**config.mk**
```make
export PLATFORM = sky130hd
export DESIGN_NAME = weighted_random_next_hop_select_unit
export DESIGN_NICKNAME = d
export VERILOG_FILES = /design/src/rtl/core/wrnhs_pkg.sv /design/src/rtl/core/weighted_random_next_hop_select_unit.sv /design/src/rtl/core/wrnhs_ram.sv
export SDC_FILE = /design/constraint.sdc
export NUM_CORES = 2
export LEC_CHECK = 0
export BUFFER_PORTS_ARGS = -buffer_cell sky130_fd_sc_hd__clkbuf_2
export CAP_MARGIN = 20
export CORE_MARGIN = 3
export CORE_UTILIZATION = 35
export DETAILED_ROUTE_END_ITERATION = 8
export PLACE_DENSITY = 0.48
export RECOVER_POWER = 50
export REMOVE_ABC_BUFFERS = 1
export SYNTH_ARGS = -nofsm -noshare
export SYNTH_HDL_FRONTEND = slang
export SYNTH_SLANG_ARGS = --single-unit
```
**constraint.sdc**
```tcl
create_clock -name clk -period 5.7 [get_ports clk]
set_input_delay 1.14 -clock clk [delete_from_list [all_inputs] [get_ports clk]]
set_output_delay 1.14 -clock clk [all_outputs]
set_load 0.1 [all_outputs]
```
**src/rtl/core/wrnhs_pkg.sv**
```systemverilog
// Package for the weighted random next hop select unit.
// Sizes and command codes shared by the top level and the testbench; no dependencies.
`default_nettype none
package wrnhs_pkg;
    localparam int MAX_CANDIDATES = 16;
    localparam int FIELD_W        = 16;
    localparam int INDEX_OUT_W    = 4;
    localparam int IDX_W          = (MAX_CANDIDATES > 2) ? $clog2(MAX_CANDIDATES) : 1;
    localparam int CNT_W          = $clog2(MAX_CANDIDATES + 1);
    localparam int TOTAL_W        = $clog2(MAX_CANDIDATES * 65535 + 1);
    localparam int TARGET_W       = TOTAL_W + FIELD_W;
    localparam int ENTRY_W        = 2 * FIELD_W;

    localparam logic CMD_LOAD = 1'b0;
    localparam logic CMD_PICK = 1'b1;

    typedef logic [IDX_W-1:0]    idx_t;
    typedef logic [CNT_W-1:0]    cnt_t;
    typedef logic [TOTAL_W-1:0]  total_t;
    typedef logic [TARGET_W-1:0] target_t;
endpackage
`default_nettype wire

```
**src/rtl/core/weighted_random_next_hop_select_unit.sv**
```systemverilog
// Load request: no result; the unit stays idle and can take another load.
// Pick request: r * total formed at accept, then one candidate per cycle from the store RAM;
// result registered when the chosen entry (or the last) is scanned, no_route result in the cycle after accept.
// Loads are taken one per cycle while idle; no request is taken until a pick's scan ends.
// Reset (rst_n low, async): candidate set empty, total and dropped flag cleared, no result.
// Uses wrnhs_pkg and wrnhs_ram.
`default_nettype none
module weighted_random_next_hop_select_unit (
    input  wire logic                                 clk,
    input  wire logic                                 rst_n,
    input  wire logic                                 in_valid,
    output logic                                      in_ready,
    input  wire logic                                 cmd,
    input  wire logic [wrnhs_pkg::FIELD_W-1:0]        weight,
    input  wire logic [wrnhs_pkg::FIELD_W-1:0]        hop_id,
    input  wire logic [wrnhs_pkg::FIELD_W-1:0]        random_fraction,
    output logic                                      out_valid,
    input  wire logic                                 out_ready,
    output logic      [wrnhs_pkg::FIELD_W-1:0]        chosen_hop,
    output logic      [wrnhs_pkg::INDEX_OUT_W-1:0]    chosen_index,
    output logic                                      no_route,
    output logic                                      overflowed
);
    localparam logic ST_IDLE = 1'b0;
    localparam logic ST_SCAN = 1'b1;

    logic                 state_reg, state_next;
    wrnhs_pkg::cnt_t      count_reg, count_next;
    wrnhs_pkg::total_t    total_reg, total_next;
    logic                 dropped_reg, dropped_next;
    wrnhs_pkg::idx_t      idx_reg, idx_next;
    wrnhs_pkg::idx_t      last_reg, last_next;
    wrnhs_pkg::total_t    prefix_reg, prefix_next;
    wrnhs_pkg::target_t   target_reg, target_next;
    logic                 ovf_reg, ovf_next;

    logic                                   out_valid_reg, out_valid_next;
    logic [wrnhs_pkg::FIELD_W-1:0]          hop_reg, hop_next;
    logic [wrnhs_pkg::INDEX_OUT_W-1:0]      index_reg, index_next;
    logic                                   no_route_reg, no_route_next;
    logic                                   ovfl_out_reg, ovfl_out_next;

    logic                                   accept;
    logic                                   slot_free;
    logic                                   ram_we;
    wrnhs_pkg::idx_t                        rd_addr;
    logic [wrnhs_pkg::ENTRY_W-1:0]          rd_data;
    logic [wrnhs_pkg::FIELD_W-1:0]          rd_weight;
    logic [wrnhs_pkg::FIELD_W-1:0]          rd_hop;
    wrnhs_pkg::total_t                      prefix_sum;
    logic                                   hit;
    logic                                   at_last;
    logic                                   full;

    wrnhs_ram #(
        .WIDTH(wrnhs_pkg::ENTRY_W),
        .DEPTH(wrnhs_pkg::MAX_CANDIDATES)
    ) u_store (
        .clk  (clk),
        .we   (ram_we),
        .waddr(count_reg[wrnhs_pkg::IDX_W-1:0]),
        .wdata({weight, hop_id}),
        .raddr(rd_addr),
        .rdata(rd_data)
    );

    assign slot_free = !out_valid_reg || out_ready;
    assign in_ready  = (state_reg == ST_IDLE) && ((cmd == wrnhs_pkg::CMD_LOAD) || slot_free);
    assign accept    = in_valid && in_ready;
    assign full      = (count_reg >= wrnhs_pkg::CNT_W'(wrnhs_pkg::MAX_CANDIDATES));
    assign ram_we    = accept && (cmd == wrnhs_pkg::CMD_LOAD) && !full;

    assign rd_addr    = (state_reg == ST_IDLE) ? '0 : idx_reg + wrnhs_pkg::IDX_W'(1);
    assign rd_weight  = rd_data[wrnhs_pkg::ENTRY_W-1:wrnhs_pkg::FIELD_W];
    assign rd_hop     = rd_data[wrnhs_pkg::FIELD_W-1:0];
    assign prefix_sum = prefix_reg + wrnhs_pkg::TOTAL_W'(rd_weight);
    assign hit        = target_reg <= {prefix_sum, wrnhs_pkg::FIELD_W'(0)};
    assign at_last    = (idx_reg == last_reg);

    always_comb
    begin
        state_next     = state_reg;
        count_next     = count_reg;
        total_next     = total_reg;
        dropped_next   = dropped_reg;
        idx_next       = idx_reg;
        last_next      = last_reg;
        prefix_next    = prefix_reg;
        target_next    = target_reg;
        ovf_next       = ovf_reg;
        out_valid_next = out_valid_reg && !out_ready;
        hop_next       = hop_reg;
        index_next     = index_reg;
        no_route_next  = no_route_reg;
        ovfl_out_next  = ovfl_out_reg;

        case (state_reg)
            ST_IDLE:
            begin
                if (accept)
                begin
                    if (cmd == wrnhs_pkg::CMD_LOAD)
                    begin
                        if (full)
                        begin
                            dropped_next = 1'b1;
                        end
                        else
                        begin
                            count_next = count_reg + wrnhs_pkg::CNT_W'(1);
                            total_next = total_reg + wrnhs_pkg::TOTAL_W'(weight);
                        end
                    end
                    else
                    begin
                        count_next   = '0;
                        total_next   = '0;
                        dropped_next = 1'b0;
                        if ((count_reg == '0) || (total_reg == '0))
                        begin
                            out_valid_next = 1'b1;
                            hop_next       = '0;
                            index_next     = '0;
                            no_route_next  = 1'b1;
                            ovfl_out_next  = dropped_reg;
                        end
                        else
                        begin
                            // r * total against prefix << 16, one entry per cycle
                            target_next = wrnhs_pkg::TARGET_W'(random_fraction)
                                          * wrnhs_pkg::TARGET_W'(total_reg);
                            last_next   = wrnhs_pkg::IDX_W'(count_reg - wrnhs_pkg::CNT_W'(1));
                            idx_next    = '0;
                            prefix_next = '0;
                            ovf_next    = dropped_reg;
                            state_next  = ST_SCAN;
                        end
                    end
                end
            end
            ST_SCAN:
            begin
                prefix_next = prefix_sum;
                if (hit || at_last)
                begin
                    out_valid_next = 1'b1;
                    hop_next       = rd_hop;
                    index_next     = wrnhs_pkg::INDEX_OUT_W'(32'(idx_reg));
                    no_route_next  = 1'b0;
                    ovfl_out_next  = ovf_reg;
                    state_next     = ST_IDLE;
                end
                else
                begin
                    idx_next = idx_reg + wrnhs_pkg::IDX_W'(1);
                end
            end
            default:
            begin
                state_next = ST_IDLE;
            end
        endcase
    end

    always_ff @(posedge clk or negedge rst_n)
    begin
        if (!rst_n)
        begin
            state_reg     <= ST_IDLE;
            count_reg     <= '0;
            total_reg     <= '0;
            dropped_reg   <= 1'b0;
            out_valid_reg <= 1'b0;
        end
        else
        begin
            state_reg     <= state_next;
            count_reg     <= count_next;
            total_reg     <= total_next;
            dropped_reg   <= dropped_next;
            out_valid_reg <= out_valid_next;
        end
    end

    always_ff @(posedge clk)
    begin
        idx_reg      <= idx_next;
        last_reg     <= last_next;
        prefix_reg   <= prefix_next;
        target_reg   <= target_next;
        ovf_reg      <= ovf_next;
        hop_reg      <= hop_next;
        index_reg    <= index_next;
        no_route_reg <= no_route_next;
        ovfl_out_reg <= ovfl_out_next;
    end

    assign out_valid    = out_valid_reg;
    assign chosen_hop   = hop_reg;
    assign chosen_index = index_reg;
    assign no_route     = no_route_reg;
    assign overflowed   = ovfl_out_reg;
endmodule
`default_nettype wire

```
**src/rtl/core/wrnhs_ram.sv**
```systemverilog
// Generic single write port RAM with registered read.
// Standalone; no package dependency.
`default_nettype none
module wrnhs_ram #(
    parameter int WIDTH = 32,
    parameter int DEPTH = 16
) (
    input  wire logic                     clk,
    input  wire logic                     we,
    input  wire logic [$clog2(DEPTH)-1:0] waddr,
    input  wire logic [WIDTH-1:0]         wdata,
    input  wire logic [$clog2(DEPTH)-1:0] raddr,
    output logic      [WIDTH-1:0]         rdata
);
    logic [WIDTH-1:0] mem [DEPTH];

    always_ff @(posedge clk)
    begin
        if (we)
        begin
            mem[waddr] <= wdata;
        end
        rdata <= mem[raddr];
    end
endmodule
`default_nettype wire

```
# After elaboration in Yosys (flattened, before gate mapping)
# Memories as Yosys holds them, arrays and structs flattened. A register that Yosys moved wholly into a read port is not among the register bits.
# Cells that the tools add are included.
# op_classes
n_eq_ne	8
reduce_logical	21
n_mul	1
n_mux	48
addsub	5
bitwise_logic	3
n_lt_le_gt_ge	2
# ops
operator	count
2-to-1 mux 20 bit	5
2-to-1 mux 16 bit	4
adder 20 x 16 -> 20 bit	2
one-hot mux 20 bit (2 select lines)	1
<= comparator 36 bit	1
multiplier 16 x 20 -> 36 bit	1
2-to-1 mux 4 bit	9
one-hot mux 16 bit (2 select lines)	1
logical NOT 20 bit	1
2-to-1 mux 1 bit	20
one-hot mux 4 bit (2 select lines)	2
AND reduction 4 bit	3
2-to-1 mux 5 bit	2
inequality test 2 bit, second input constant	5
AND reduction 3 bit	3
one-hot mux 1 bit (2 select lines)	4
adder 5 x 1 -> 5 bit, second input constant	1
>= comparator 5 bit, second input constant	1
logical AND 1 bit	5
logical NOT 5 bit	1
adder 4 x 1 -> 4 bit, second input constant	1
== test 4 bit	1
logical OR 1 bit	4
inequality test 2 x 1 -> 1 bit, second input constant	2
other kinds (4)	8
# word_totals
ff_bits	115
input_bits	53
n_memories	1
out_inout_bits	24
mem_bits_rw	512
elab_cells	103
# mem_list
name	words	word_bits	read_ports	rd_clocked_by_memory_dff	wr	line	source
u_store.mem	16	32	1	1	1	wrnhs_ram.sv:15	logic [WIDTH-1:0] mem [DEPTH];

# Logic depth before layout (Yosys ltp)
# depth
word_depth	9
mapped_depth	23
ltp_nobuf	20

# Hierarchy
# A second synthesis with hierarchy kept.
# unflattened
cells_unflattened	2601
hier_area_um2	36612.6
# by_module_without_submodules
mod	area_each_um2	n_inst	cells_each	seq_area_each_um2
wrnhs_ram	19835.3	1	838	16015.4
weighted_random_next_hop_select_unit	16777.3	1	1763	3313.2

# Worst setup path before layout
# OpenSTA, ideal clock, no wires.
# synth_path
path_kind	input to register
from	input port random_fraction[1] (netlist bit)
to	register target_reg[34], data pin
arrival_time_ns	6.364
t_required_ns	5.426
path_buffers	2
setup_slack_ns	-0.938
cell_stages	19
setup_time_ns	0.274
path_cell_list	clkbuf_1 -> nand2_1 -> fa_1 -> fa_1 -> inv_1 -> fa_1 -> fa_1 -> fa_1 -> inv_1 -> fa_1 -> inv_1 -> ha_1 -> buf_2 -> nand4_1 -> or4_1 -> o211ai_1 -> o22ai_1 -> o41ai_1 -> xor2_1
# synth_via
elab_chain_len	1
# synth_lines
element	line	source
start, declared	weighted_random_next_hop_select_unit.sv:16	input wire logic [wrnhs_pkg::FIELD_W-1:0] random_fraction,
multiplier 16 x 20 -> 36 bit	weighted_random_next_hop_select_unit.sv:131	* wrnhs_pkg::TARGET_W'(total_reg);
end signal, assigned	weighted_random_next_hop_select_unit.sv:190	target_reg <= target_next;
end, declared	weighted_random_next_hop_select_unit.sv:34	wrnhs_pkg::target_t target_reg, target_next;
# Every way passes these cells.
# A chain may end at the register's enable or synchronous reset.

# Final worst setup path
# layout_path
from	input port random_fraction[5] (netlist bit)
to	register target_reg[26], data pin
# Same word-level chain as after synthesis.

==> impl_metrics.toml <==
[status]
outcome = "finished, violations left"
violations = "capacitance limit, slew limit, setup timing"

[worst_hold_path]
min_from = "u_store.rdata[11]"
hold_class = "register to register"
hold_end = "chosen_hop[11]"
holdPathStages = 1

[die]
fp.dieH_um = 333.4
dieArea_sq_um = 111100
initial_core_util = 0.3544
die_x_um = 333.4
num_rows = 119
coreArea_sq_um = 105900
io_pins = 77

[layout]
layout_commonest_cell = "edfxtp_1"
largest_reg_flops = 512
fillers = 9938
area_growth_pct = 18.21
drive_gt1_frac = 0.1555
fin_area_sq_um = 44350
ff_latch_area_sq_um = 19340
multi_input_area_sq_um = 17150
final_nets = 3843
layout_common_cells = "edfxtp_1, nand2_1, inv_1, fa_1, buf_4"

[worst_setup_path]
reg2reg_from = "total_reg[5]"
worstReg2RegEnd = "target_reg[26]"
crit_required_ns = 6.04
critical_path.top_delay_family = "adder cells"
critPathBufInv = 8
criticalPathCategory = "input port to register"
worstPathCellList = "buf_12 > and2_4 > fa_1 > inv_2 > fa_1 > fa_1 > inv_2 > fa_1 > fa_1 > inv_1 > fa_1 > inv_2 > ha_4 > nand4_1 > or4_1 > o211ai_1 > buf_4 > o22ai_4 > buf_4 > buf_6 > xnor2_2"
critPathCaptureType = "register"
crit_fanout = 7
worstPathArrival_ns = 6.44
rrSetupSlack_ns = -0.37
ff2ff_path_depth = 20
cp_common_cell = "fa_1"
cp_slowest_cell = "fa_1"
slowest_delay_ns = 0.55
worstSetupStartpointType = "input port"

[sta]
slew_headroom = -0.7154
min_period_ns = 6.105
setup_slack_ns = -0.4048
slew_viol_final = 271
finalSetupViolations = 12
worst_slew_pin_slew_ns = 2.573
tns_ns = -1.893
rsz0062_at_grt = "yes"
fmax_mhz = 163.8
finClkSkew_ns = 0.02485
period_share = 1.071
hold_viol = 0

[cts]
path_clk_slew_ns = 0.06
htree_levels = 3
clock_sinks = 659
postCtsHoldBufs = 0
cts_max_path_buffers = 3
cts_root_buffer = "clkbuf_16"
cts_tree = "built"
clkLatencyLatePin_ns = 0.60
cts_made_buffers = 70

[yosys]
synth_edf_count = 599
yosysTopAreaCell = "edfxtp_1"
netlist.area_leader.share = 0.4795
async_reset_ff_frac = 0.04249
synthesis.area_sq_um = 37510
synth-main-ff-cell = "edfxtp_1"
yosysSeqAreaShare = 0.5152
ys_top_cells_by_area = "edfxtp_1, fa_1, ha_1"
synth_area_per_cell_sq_um = 11.82
ys_warn_count = 0
ys_types = 63
synth_cells = 3173
ys_ff_latch = 659

[place]
placed_area_sq_um = 40860
dp_slack_ns = -1.475
place.gp.congestion = 0.8318
post-dp-hpwl_um = 66520
port-buffer-count = 76

[detailed_routing]
drc_errors = 0
wire_per_inst_um = 20.99
dr.pass1.iters = 5
drtAntennaViolNets = 0
met2_length_um = 49860
routed-wl-met3_um = 3698
vias_per_cell = 5.097
vias = 24580
routed_wl_um = 101200
top_layer = "met5"
wl_met1_um = 45850
drtIter0Drc = 1345

[grt]
grt_pass1_wl_um = 155500
globalRouteOverflowTotal = 0
grt_pass1_vias = 25950
grt_max_degree = 179
grt_util_all_layers = 0.1803
antenna_found_initial = 7

[run]
maxCapViolations = 7
## area by class of cell
class | count | area share
Clock buffer | 100 | 0.04551
Sequential cell | 659 | 0.4362
Timing Repair Buffer | 323 | 0.06052
Antenna cell | 3 | 0.0001693
Inverter | 294 | 0.02494
Tap cell | 1391 | 0.03925
Multi-Input combinational cell | 2025 | 0.3867
Clock inverter | 27 | 0.006687
## cell usage after synthesis, drive strengths merged (6+ instances only)
cell	count
nor4	9
fa	252
nand3	22
nand4	12
nor2b	134
nand2b	9
a21oi	126
o21a	6
nor2	66
a31oi	71
dfxtp	32
ha	165
and2	170
inv	294
o211ai	12
o21bai	9
edfxtp	599
xor2	30
and3	7
dfrtp	28
clkbuf	175
xnor2	43
a21o	34
a211oi	173
o21ai	45
a311oi	64
nand2	482
nor3	16
a22o	17
buf	20
## metal layers
layer,global-route usage,vias to the layer above
met5,0,-
met4,0.04059,6
met3,0.02173,111
met2,0.3135,424
met1,0.2418,12510
li1,-,11530
## logic make-up after synthesis
kind of cell / Yosys count / synth area share
multiplexers: 2 / 0.0005670
XOR/XNOR: 73 / 0.01704
flip-flops: 659 / 0.5152
adder cells (fa/ha/maj): 417 / 0.1895
AND/OR/NAND/NOR: 939 / 0.1194
AO/OA/AOI/OAI: 594 / 0.1091
buffers and inverters: 489 / 0.04910
## repair_timing
item / in CTS / in global routing
endpoints found under the setup margin: 20 / 20
cloned: 1 / 3
resized for setup: 151 / 107
buffers inserted: 11 / 15
pin swaps: 63 / 83
## worst max-delay path by stage
| stage | start | endpoint | slack, ns | cells after the start |
|---|---|---|---|---|
| finish | random_fraction[5] | target_reg[26] | -0.40 | 21 |
| global route | random_fraction[7] | target_reg[34] | -0.62 | 20 |
| CTS | random_fraction[4] | target_reg[34] | -0.44 | 20 |
| detailed placement | random_fraction[4] | target_reg[34] | -1.47 | 20 |
| global placement | random_fraction[4] | target_reg[34] | -1.39 | 20 |
| floorplan | idx_reg[0] | u_store.rdata[0] | -4.20 | 5 |
## worst register-to-register path: cells and delay by family (launching register included)
kind | cells | cell delay [ns]
adders and majority gates | 7 | 3.25
DFF | 1 | 0.47
buffers and inverters | 7 | 0.84
AOI/OAI and AO/OA | 2 | 0.37
and+or+nand+nor | 3 | 0.77
xor gates and xnor gates | 1 | 0.12
## metrics by stage
step | hold slack, ns | utilization | instances
2_1_floorplan | 0.4435 | - | 2978
3_3_place_gp | 0.4943 | 0.3859 | 4662
3_5_place_dp | 0.4957 | 0.3860 | 4663
4_1_cts | 0.5101 | 0.4150 | 4802
5_1_grt | 0.5252 | 0.4189 | 4820
6_report | 0.5069 | 0.4189 | 4822
Power is left out: the tool's default activity adds up to more than one toggle a clock period on the data nets, which glitch-free logic cannot reach.
